**src/sba_pkg.sv**
```systemverilog
// ---------------------------------------------------------------------------
// sba_pkg
// Shared types and operation codes for the signed byte ALU.
// ---------------------------------------------------------------------------
package sba_pkg;

  // Operation codes
  typedef enum logic [1:0] {
    OP_ADD = 2'd0,
    OP_SUB = 2'd1,
    OP_MUL = 2'd2,
    OP_DIV = 2'd3
  } op_e;

  // Operand width, fixed by the channel payloads
  localparam int unsigned OperandW = 8;

  // Field widths of the channels
  localparam int unsigned FieldW  = OperandW;
  localparam int unsigned ResultW = 2 * OperandW;

  typedef struct packed {
    op_e                      operation;
    logic signed [FieldW-1:0] operand_a;
    logic signed [FieldW-1:0] operand_b;
  } req_t;

  typedef struct packed {
    logic signed [ResultW-1:0] result;
    logic signed [FieldW-1:0]  remainder;
    logic                      overflow;
    logic                      divide_by_zero;
  } rsp_t;

endpackage

```
**src/sba_if.sv**
```systemverilog
// ---------------------------------------------------------------------------
// sba_req_if / sba_rsp_if
// Valid/ready channels that carry request and response beats.
// ---------------------------------------------------------------------------
interface sba_req_if
  import sba_pkg::*;
();
  logic valid;
  logic ready;
  req_t payload;
  modport source (output valid, output payload, input ready);
  modport sink   (input valid, input payload, output ready);
endinterface

interface sba_rsp_if
  import sba_pkg::*;
();
  logic valid;
  logic ready;
  rsp_t payload;
  modport source (output valid, output payload, input ready);
  modport sink   (input valid, input payload, output ready);
endinterface

```
**src/sba_cell.sv**
```systemverilog
// ---------------------------------------------------------------------------
// sba_cell
// One stage of the arithmetic chain: one Booth step on the product and one
// restoring step on the quotient, then hands its state to the next cell.
// ---------------------------------------------------------------------------
module sba_cell
  import sba_pkg::*;
#(
  parameter int unsigned W = 8
) (
  input  logic           clk_i,
  input  logic           rst_ni,
  input  logic           en_i,
  input  logic           valid_i,
  input  logic [W-1:0]   mcand_i,   // multiplicand
  input  logic [2*W+1:0] prod_i,    // {acc, multiplier, booth bit}
  input  logic [W-1:0]   dvs_i,     // divisor magnitude
  input  logic [W-1:0]   rem_i,     // partial remainder
  input  logic [W-1:0]   quo_i,     // dividend bits shifted into quotient
  input  rsp_t           side_i,    // add/sub result and flags riding along
  input  logic [2:0]     ctl_i,     // {neg quotient, neg remainder, special}
  output logic           valid_o,
  output logic [W-1:0]   mcand_o,
  output logic [2*W+1:0] prod_o,
  output logic [W-1:0]   dvs_o,
  output logic [W-1:0]   rem_o,
  output logic [W-1:0]   quo_o,
  output rsp_t           side_o,
  output logic [2:0]     ctl_o
);

  logic [W:0]     acc, acc_add;
  logic [2*W+1:0] prod_d;
  logic [W:0]     trial;
  logic [W-1:0]   rem_sh, rem_d, quo_d;

  // Booth radix-2 step with a sign-widened accumulator, then arithmetic shift
  always_comb begin
    acc = prod_i[2*W+1:W+1];
    case (prod_i[1:0])
      2'b01:   acc_add = acc + {mcand_i[W-1], mcand_i};
      2'b10:   acc_add = acc - {mcand_i[W-1], mcand_i};
      default: acc_add = acc;
    endcase
    prod_d = {acc_add[W], acc_add, prod_i[W:1]};
  end

  // Restoring divide step
  always_comb begin
    rem_sh = {rem_i[W-2:0], quo_i[W-1]};
    trial  = {rem_i[W-1], rem_sh} - {1'b0, dvs_i};
    if (!trial[W]) begin
      rem_d = trial[W-1:0];
      quo_d = {quo_i[W-2:0], 1'b1};
    end else begin
      rem_d = rem_sh;
      quo_d = {quo_i[W-2:0], 1'b0};
    end
  end

  always_ff @(posedge clk_i or negedge rst_ni) begin
    if (!rst_ni) begin
      valid_o <= 1'b0;
    end else if (en_i) begin
      valid_o <= valid_i;
    end
  end

  always_ff @(posedge clk_i) begin
    if (en_i) begin
      mcand_o <= mcand_i;
      prod_o  <= prod_d;
      dvs_o   <= dvs_i;
      rem_o   <= rem_d;
      quo_o   <= quo_d;
      side_o  <= side_i;
      ctl_o   <= ctl_i;
    end
  end

endmodule

```
**src/signed_byte_alu_booth_restoring.sv**
```systemverilog
// ---------------------------------------------------------------------------
// signed_byte_alu_booth_restoring
// Signed ALU: add, subtract, Booth multiply, restoring divide.
// ---------------------------------------------------------------------------
// Fully pipelined: one beat is accepted every cycle that the chain advances. A
// beat is loaded into the input stage register at the accepting edge, then
// passes a chain of OperandW cells each doing one Booth step and one
// restoring-divide step, then one output stage. The whole chain advances
// together and stalls only when the output register holds a beat that the
// sink has not taken. The operand width is the package constant OperandW.
module signed_byte_alu_booth_restoring
  import sba_pkg::*;
(
  input  logic clk_i,
  input  logic rst_ni,
  sba_req_if.sink   req_i,
  sba_rsp_if.source rsp_o
);

  localparam int unsigned W = OperandW;

  logic en;
  logic [W:0]          v;
  logic [W:0][W-1:0]   mcand, dvs, rem, quo;
  logic [W:0][2*W+1:0] prod;
  rsp_t [W:0]          side;
  logic [W:0][2:0]     ctl;

  logic               out_vld_q;
  rsp_t               out_q;

  // Chain advances when the output slot is free or being taken
  assign en          = !out_vld_q || rsp_o.ready;
  assign req_i.ready = en;

  // Input stage: operand decode, add/sub and divide special cases
  logic signed [W-1:0] a, b;
  logic signed [W:0]   sum;
  logic                sum_ovf, a_min, b_m1, b_zero;
  logic [W-1:0]        ma, mb;
  rsp_t                side_d;
  logic [2:0]          ctl_d;

  always_comb begin
    a      = req_i.payload.operand_a[W-1:0];
    b      = req_i.payload.operand_b[W-1:0];
    ma     = a[W-1] ? W'(-a) : W'(a);
    mb     = b[W-1] ? W'(-b) : W'(b);
    a_min  = a == {1'b1, {(W-1){1'b0}}};
    b_m1   = &b;
    b_zero = b == '0;
    if (req_i.payload.operation == OP_SUB) sum = {a[W-1], a} - {b[W-1], b};
    else                                   sum = {a[W-1], a} + {b[W-1], b};
    sum_ovf = sum[W] != sum[W-1];
    side_d  = '0;
    ctl_d   = 3'b000;
    case (req_i.payload.operation)
      OP_ADD, OP_SUB: begin
        ctl_d[0]        = 1'b1;
        side_d.overflow = sum_ovf;
        if (!sum_ovf) side_d.result = ResultW'($signed(sum[W-1:0]));
      end
      OP_MUL: ;
      OP_DIV: begin
        if (b_zero) begin
          ctl_d[0]              = 1'b1;
          side_d.divide_by_zero = 1'b1;
          side_d.result         = '1;
          side_d.remainder      = FieldW'($signed(a));
        end else if (a_min && b_m1) begin
          ctl_d[0]        = 1'b1;
          side_d.overflow = 1'b1;
        end else begin
          ctl_d[2] = a[W-1] ^ b[W-1];
          ctl_d[1] = a[W-1];
        end
      end
      default: ;
    endcase
  end

  logic op_mul_q;
  logic [W-1:0] op_mul_sr_q;
  always_ff @(posedge clk_i or negedge rst_ni) begin
    if (!rst_ni) begin
      v[0] <= 1'b0;
    end else if (en) begin
      v[0] <= req_i.valid;
    end
  end

  always_ff @(posedge clk_i) begin
    if (en) begin
      mcand[0] <= a;
      prod[0]  <= {{(W+1){1'b0}}, b, 1'b0};
      dvs[0]   <= mb;
      rem[0]   <= '0;
      quo[0]   <= ma;
      side[0]  <= side_d;
      ctl[0]   <= ctl_d;
      op_mul_q <= req_i.payload.operation == OP_MUL;
    end
  end

  // Operation class rides alongside the chain
  always_ff @(posedge clk_i) begin
    if (en) op_mul_sr_q <= {op_mul_sr_q[W-2:0], op_mul_q};
  end

  // Chain of cells
  for (genvar i = 0; i < W; i++) begin : g_cell
    sba_cell #(.W(W)) u_cell (
      .clk_i, .rst_ni, .en_i(en),
      .valid_i(v[i]), .mcand_i(mcand[i]), .prod_i(prod[i]), .dvs_i(dvs[i]),
      .rem_i(rem[i]), .quo_i(quo[i]), .side_i(side[i]), .ctl_i(ctl[i]),
      .valid_o(v[i+1]), .mcand_o(mcand[i+1]), .prod_o(prod[i+1]),
      .dvs_o(dvs[i+1]), .rem_o(rem[i+1]), .quo_o(quo[i+1]),
      .side_o(side[i+1]), .ctl_o(ctl[i+1])
    );
  end

  // Output stage: pick the result source and apply signs
  rsp_t out_d;
  logic [2*W-1:0] pr;
  logic [W-1:0]   q, r;
  always_comb begin
    pr    = prod[W][2*W:1];
    q     = ctl[W][2] ? W'(-quo[W]) : quo[W];
    r     = ctl[W][1] ? W'(-rem[W]) : rem[W];
    out_d = '0;
    if (ctl[W][0]) begin
      out_d = side[W];
    end else if (op_mul_sr_q[W-1]) begin
      out_d.result = ResultW'($signed(pr));
    end else begin
      out_d.result    = ResultW'($signed(q));
      out_d.remainder = FieldW'($signed(r));
    end
  end

  always_ff @(posedge clk_i or negedge rst_ni) begin
    if (!rst_ni) begin
      out_vld_q <= 1'b0;
    end else if (en) begin
      out_vld_q <= v[W];
    end
  end

  always_ff @(posedge clk_i) begin
    if (en) out_q <= out_d;
  end

  assign rsp_o.valid   = out_vld_q;
  assign rsp_o.payload = out_q;

`ifndef SYNTHESIS
  // A held output beat must not change while stalled by the sink
  a_hold: assert property (@(posedge clk_i) disable iff (!rst_ni)
    out_vld_q && !rsp_o.ready |=> out_vld_q && $stable(out_q))
    else $error("output beat changed while stalled");
  // Input is taken exactly when the chain advances
  a_adv: assert property (@(posedge clk_i) disable iff (!rst_ni)
    req_i.valid && req_i.ready |=> v[0])
    else $error("accepted beat not captured");
  // Divide by zero and overflow never both set
  a_flags: assert property (@(posedge clk_i) disable iff (!rst_ni)
    out_vld_q |-> !(out_q.overflow && out_q.divide_by_zero))
    else $error("conflicting flags");
`endif

endmodule
```
**src/flat_wrapper.sv**
```systemverilog
// flat-port wrapper written by rule: the top's interface ports become plain ports
module signed_byte_alu_booth_restoring_flat import sba_pkg::*;
  (clk_i, rst_ni, req_i_valid, req_i_payload, req_i_ready, rsp_o_valid, rsp_o_payload, rsp_o_ready);
  sba_req_if req_i_i ();
  sba_rsp_if rsp_o_i ();
  input  logic clk_i;
  input  logic rst_ni;
  input wire logic [$bits(req_i_i.valid)-1:0] req_i_valid;
  input wire logic [$bits(req_i_i.payload)-1:0] req_i_payload;
  output wire logic [$bits(req_i_i.ready)-1:0] req_i_ready;
  output wire logic [$bits(rsp_o_i.valid)-1:0] rsp_o_valid;
  output wire logic [$bits(rsp_o_i.payload)-1:0] rsp_o_payload;
  input wire logic [$bits(rsp_o_i.ready)-1:0] rsp_o_ready;
  assign req_i_i.valid = req_i_valid;
  assign req_i_i.payload = req_i_payload;
  assign req_i_ready = req_i_i.ready;
  assign rsp_o_valid = rsp_o_i.valid;
  assign rsp_o_payload = rsp_o_i.payload;
  assign rsp_o_i.ready = rsp_o_ready;
  signed_byte_alu_booth_restoring u_core (.clk_i(clk_i), .rst_ni(rst_ni), .req_i(req_i_i), .rsp_o(rsp_o_i));
endmodule
```
**config.mk**
```make
export PLATFORM = sky130hd
export DESIGN_NAME = signed_byte_alu_booth_restoring_flat
export DESIGN_NICKNAME = d
export VERILOG_FILES = /design/src/sba_pkg.sv /design/src/sba_if.sv /design/src/sba_cell.sv /design/src/signed_byte_alu_booth_restoring.sv /design/src/flat_wrapper.sv
export SDC_FILE = /design/constraint.sdc
export NUM_CORES = 1
export LEC_CHECK = 0
export ABC_AREA = 1
export BUFFER_PORTS_ARGS = -buffer_cell sky130_fd_sc_hd__buf_2
export CAP_MARGIN = 20
export CORE_ASPECT_RATIO = 0.6
export CORE_UTILIZATION = 55
export CTS_CLUSTER_DIAMETER = 120
export DETAILED_ROUTE_END_ITERATION = 7
export PLACE_DENSITY = 0.71
export RECOVER_POWER = 25
export SLEW_MARGIN = 15
export SYNTH_ARGS = -nofsm -noshare
export SYNTH_HDL_FRONTEND = slang
export SYNTH_SLANG_ARGS = --single-unit
```
**constraint.sdc**
```tcl
create_clock -name clk_i -period 23.2 [get_ports clk_i]
set_input_delay 2.32 -clock clk_i [delete_from_list [all_inputs] [get_ports clk_i]]
set_output_delay 2.32 -clock clk_i [all_outputs]
set_load 0.02 [all_outputs]
```
==> results.yml <==
route:
  ant_nets: 0
  wire_per_inst_microns: 15.20
  maxUsedRoutingLayer: "met4"
  wl_microns: 52780
  firstDrtPassIters: 6
  first_iter_violations: 1295
  drc: 0
  num_vias: 17967
  via_per_inst: 5.173
  routed-wl-met3_microns: 2878
  drt-met1-wl_microns: 27500
  wl_met2_microns: 21700
setup_path:
  critPathRequiredTime_ns: 23.40
  crit_buf_inv: 6
  cpPeakStageDelay_ns: 0.93
  path_common_cell: "buf_4"
  cp-end-kind: "register"
  cp_cell_sequence: "buf_2 > inv_1 > nand2_4 > buf_4 > buf_4 > buf_4 > buf_4"
  cp_max_fo: 91
  path_class: "in -> reg"
  crit_family: "buffers and inverters"
  slowest_stage: "buf_4"
  startpoint_type: "input port"
  crit_arrival_ns: 6.31
global_routing:
  track_usage: 0.1980
  grt_pass1_wl_microns: 86710
  grt_max_degree: 92
  grt_overflow: 0
  grt_pass1_vias: 16816
  antenna_found_initial: 0
clock_network:
  htree_levels: 2
  ctsHoldBuffers: 0
  cts_tree: "built"
  cts-resized-gates: 0
  clock_latency_ns: 0.58
  clk_pin_slew_ns: 0.07
  clock-sinks: 631
  post_cts_buffers: 0
  cts.path.max_buffers: 3
  cts-buffers-inserted: 56
  root_buffer: "clkbuf_16"
synth:
  yosysTopAreaCellShare: 0.6368
  ys_seq_elements: 631
  synth_area_sq_mm: 0.02928
  yosysUniqueCellTypes: 40
  synth_top_cell_by_area: "edfxtp_1"
  ys_seq_area_frac: 0.6454
  post_synth_inst_count: 2630
  ys_warn_count: 0
  synth_edf_count: 621
  ys_async_sr_fraction: 0.01585
  synthTopCellsByArea: "edfxtp_1, nand2_1, ha_1, inv_1, nand3_1"
  synth.avg_cell_area_sq_um: 11.13
  synthFlopType: "edfxtp_1"
timing:
  worst_pin_slew_ns: 1.044
  min_period_ns: 6.105
  skew_ns: 0.02595
  whs_ns: 0.4083
  finalMaxSlewViolations: 0
  fin_crit_sh: 0.2631
  hold_viol: 0
  finalSetupViolations: 0
  finalWorstSetupSlack_ns: 17.10
  finalSetupTns_ns: 0
  fmaxAchievable_mhz: 163.8
  rsz0062_at_grt: "false"
  relSlewSlack: 0.3041
layout:
  nNetsFinal: 2907
  drive_gt1_frac: 0.07040
  antenna_cells: 0
  syn2layout_area_growth_pct: 10.24
  final_cells: 3473
floorplan:
  fp.dieH_microns: 180.7
  coreArea_sq_mm: 0.05254
  die_w_microns: 299.9
  io_pins: 50
  start_util: 0.5573
  fp-row-count: 65
  die-area_sq_mm: 0.05420
run:
  max_cap_violations: 0
placed_design:
  place_inst: 3371
  dp_slack_ns: 16.45
  hpwlAfterDp_microns: 38280
  gp_congestion: 0.8738
  io_buffer_count: 49
outcome:
  outcome: "complete, no violations"
min_path:
  hp-class: "reg -> reg"
==> cell type report <==
class,instances,area (sq um)
repair buffers,59,320.3
well taps,703,879.6
flip-flops and latches,631,18900
fillers,4059,20260
clock buffers,62,1445
clock inverters,39,446.7
multi-input cells,1584,8807
inverters,395,1483
==> synth_stat cells, drive strengths merged (4+ instances only) <==
cell type / n
nor2: 127
ha: 143
o21bai: 15
xor2: 63
nand3b: 7
nand3: 184
o21ai: 140
nor3: 13
a21oi: 102
xnor2: 14
inv: 395
o21a: 7
nand4: 40
dfrtp: 10
clkbuf: 17
nand2: 679
a31oi: 4
edfxtp: 621
fa: 15
or2: 16
buf: 5
==> per-stage QoR <==
stage	cell area [sq um]	util
detailed placement	30380	0.5783
finish	32280	0.6144
global route	32280	0.6144
floorplan	29290	-
CTS	32270	0.6143
global placement	30380	0.5783
==> routing by layer <==
layer  vias to the layer above  global-route usage
li1                       9121                   -
met1                      8339              0.3233
met2                       449              0.2813
met3                        58             0.02826
met4                         0             0.03796
met5                         -                   0
==> sequential cells by signal (all words and copies together), names as in the netlist, 7 cells and up <==
name / flops
u_core.dvs: 8
u_core.g_cell.u_cell.ctl_o: 24
u_core.g_cell.u_cell.dvs_o: 56
u_core.g_cell.u_cell.mcand_o: 56
u_core.g_cell.u_cell.prod_o: 134
u_core.g_cell.u_cell.quo_o: 57
u_core.g_cell.u_cell.rem_o: 64
u_core.g_cell.u_cell.side_o: 144
u_core.g_cell.u_cell.valid_o: 8
u_core.mcand: 7
u_core.op_mul_sr_q: 8
u_core.prod: 7
u_core.quo: 8
u_core.rsp_o.payload: 26
u_core.side: 18
==> cells by family (layout without fill, tap and decap cells) <==
logic type / after synthesis / after routing / synth area share
compound gates: 276 / 276 / 0.04995
xor+xnor: 77 / 77 / 0.02303
fa+ha+maj: 158 / 158 / 0.07136
simple gates: 1070 / 1070 / 0.1558
other cells: 1 / 3 / 0.0001281
buf+inv: 417 / 555 / 0.05435
flops: 631 / 631 / 0.6454
==> cells in the final DEF (no fill, tap or decap), drive strengths merged, types with 2 or more instances in the layout <==
cell,count
o21ai,140
and2,2
clkinv,22
or2,16
xnor2,14
a31oi,4
nand4,40
xor2,63
nand3b,7
o31ai,3
o21bai,15
fa,15
buf,59
ha,143
o211ai,3
nor4,2
inv,398
clkbuf,62
bufinv,8
clkinvlp,6
dfrtp,10
o21a,7
a21oi,102
nand3,184
nor2,127
conb,3
edfxtp,621
nand2,679
nor3,13
==> path summary, 6_finish.rpt <==
path                                                                end  cells past startpoint  slack [ns]                                          from
max                        u_core.g_cell[0].u_cell.mcand_o[5]$_DFFE_PP_                      7       17.10                                   rsp_o_ready
min                        u_core.g_cell[5].u_cell.side_o[24]$_DFFE_PP_                      0        0.41  u_core.g_cell[4].u_cell.side_o[24]$_DFFE_PP_
max reg2reg                u_core.g_cell[0].u_cell.mcand_o[5]$_DFFE_PP_                      5       18.54                u_core.rsp_o.valid$_DFFE_PN0P_
min reg2reg                u_core.g_cell[5].u_cell.side_o[24]$_DFFE_PP_                      0        0.41  u_core.g_cell[4].u_cell.side_o[24]$_DFFE_PP_
max in group asynchronous   u_core.g_cell[3].u_cell.valid_o$_DFFE_PN0P_                      1       21.41                                        rst_ni
min in group asynchronous                       u_core.v[0]$_DFFE_PN0P_                      1        1.59                                        rst_ni
Power is left out: the tool's default activity adds up to more than one toggle a clock period on the data nets, which glitch-free logic cannot reach.
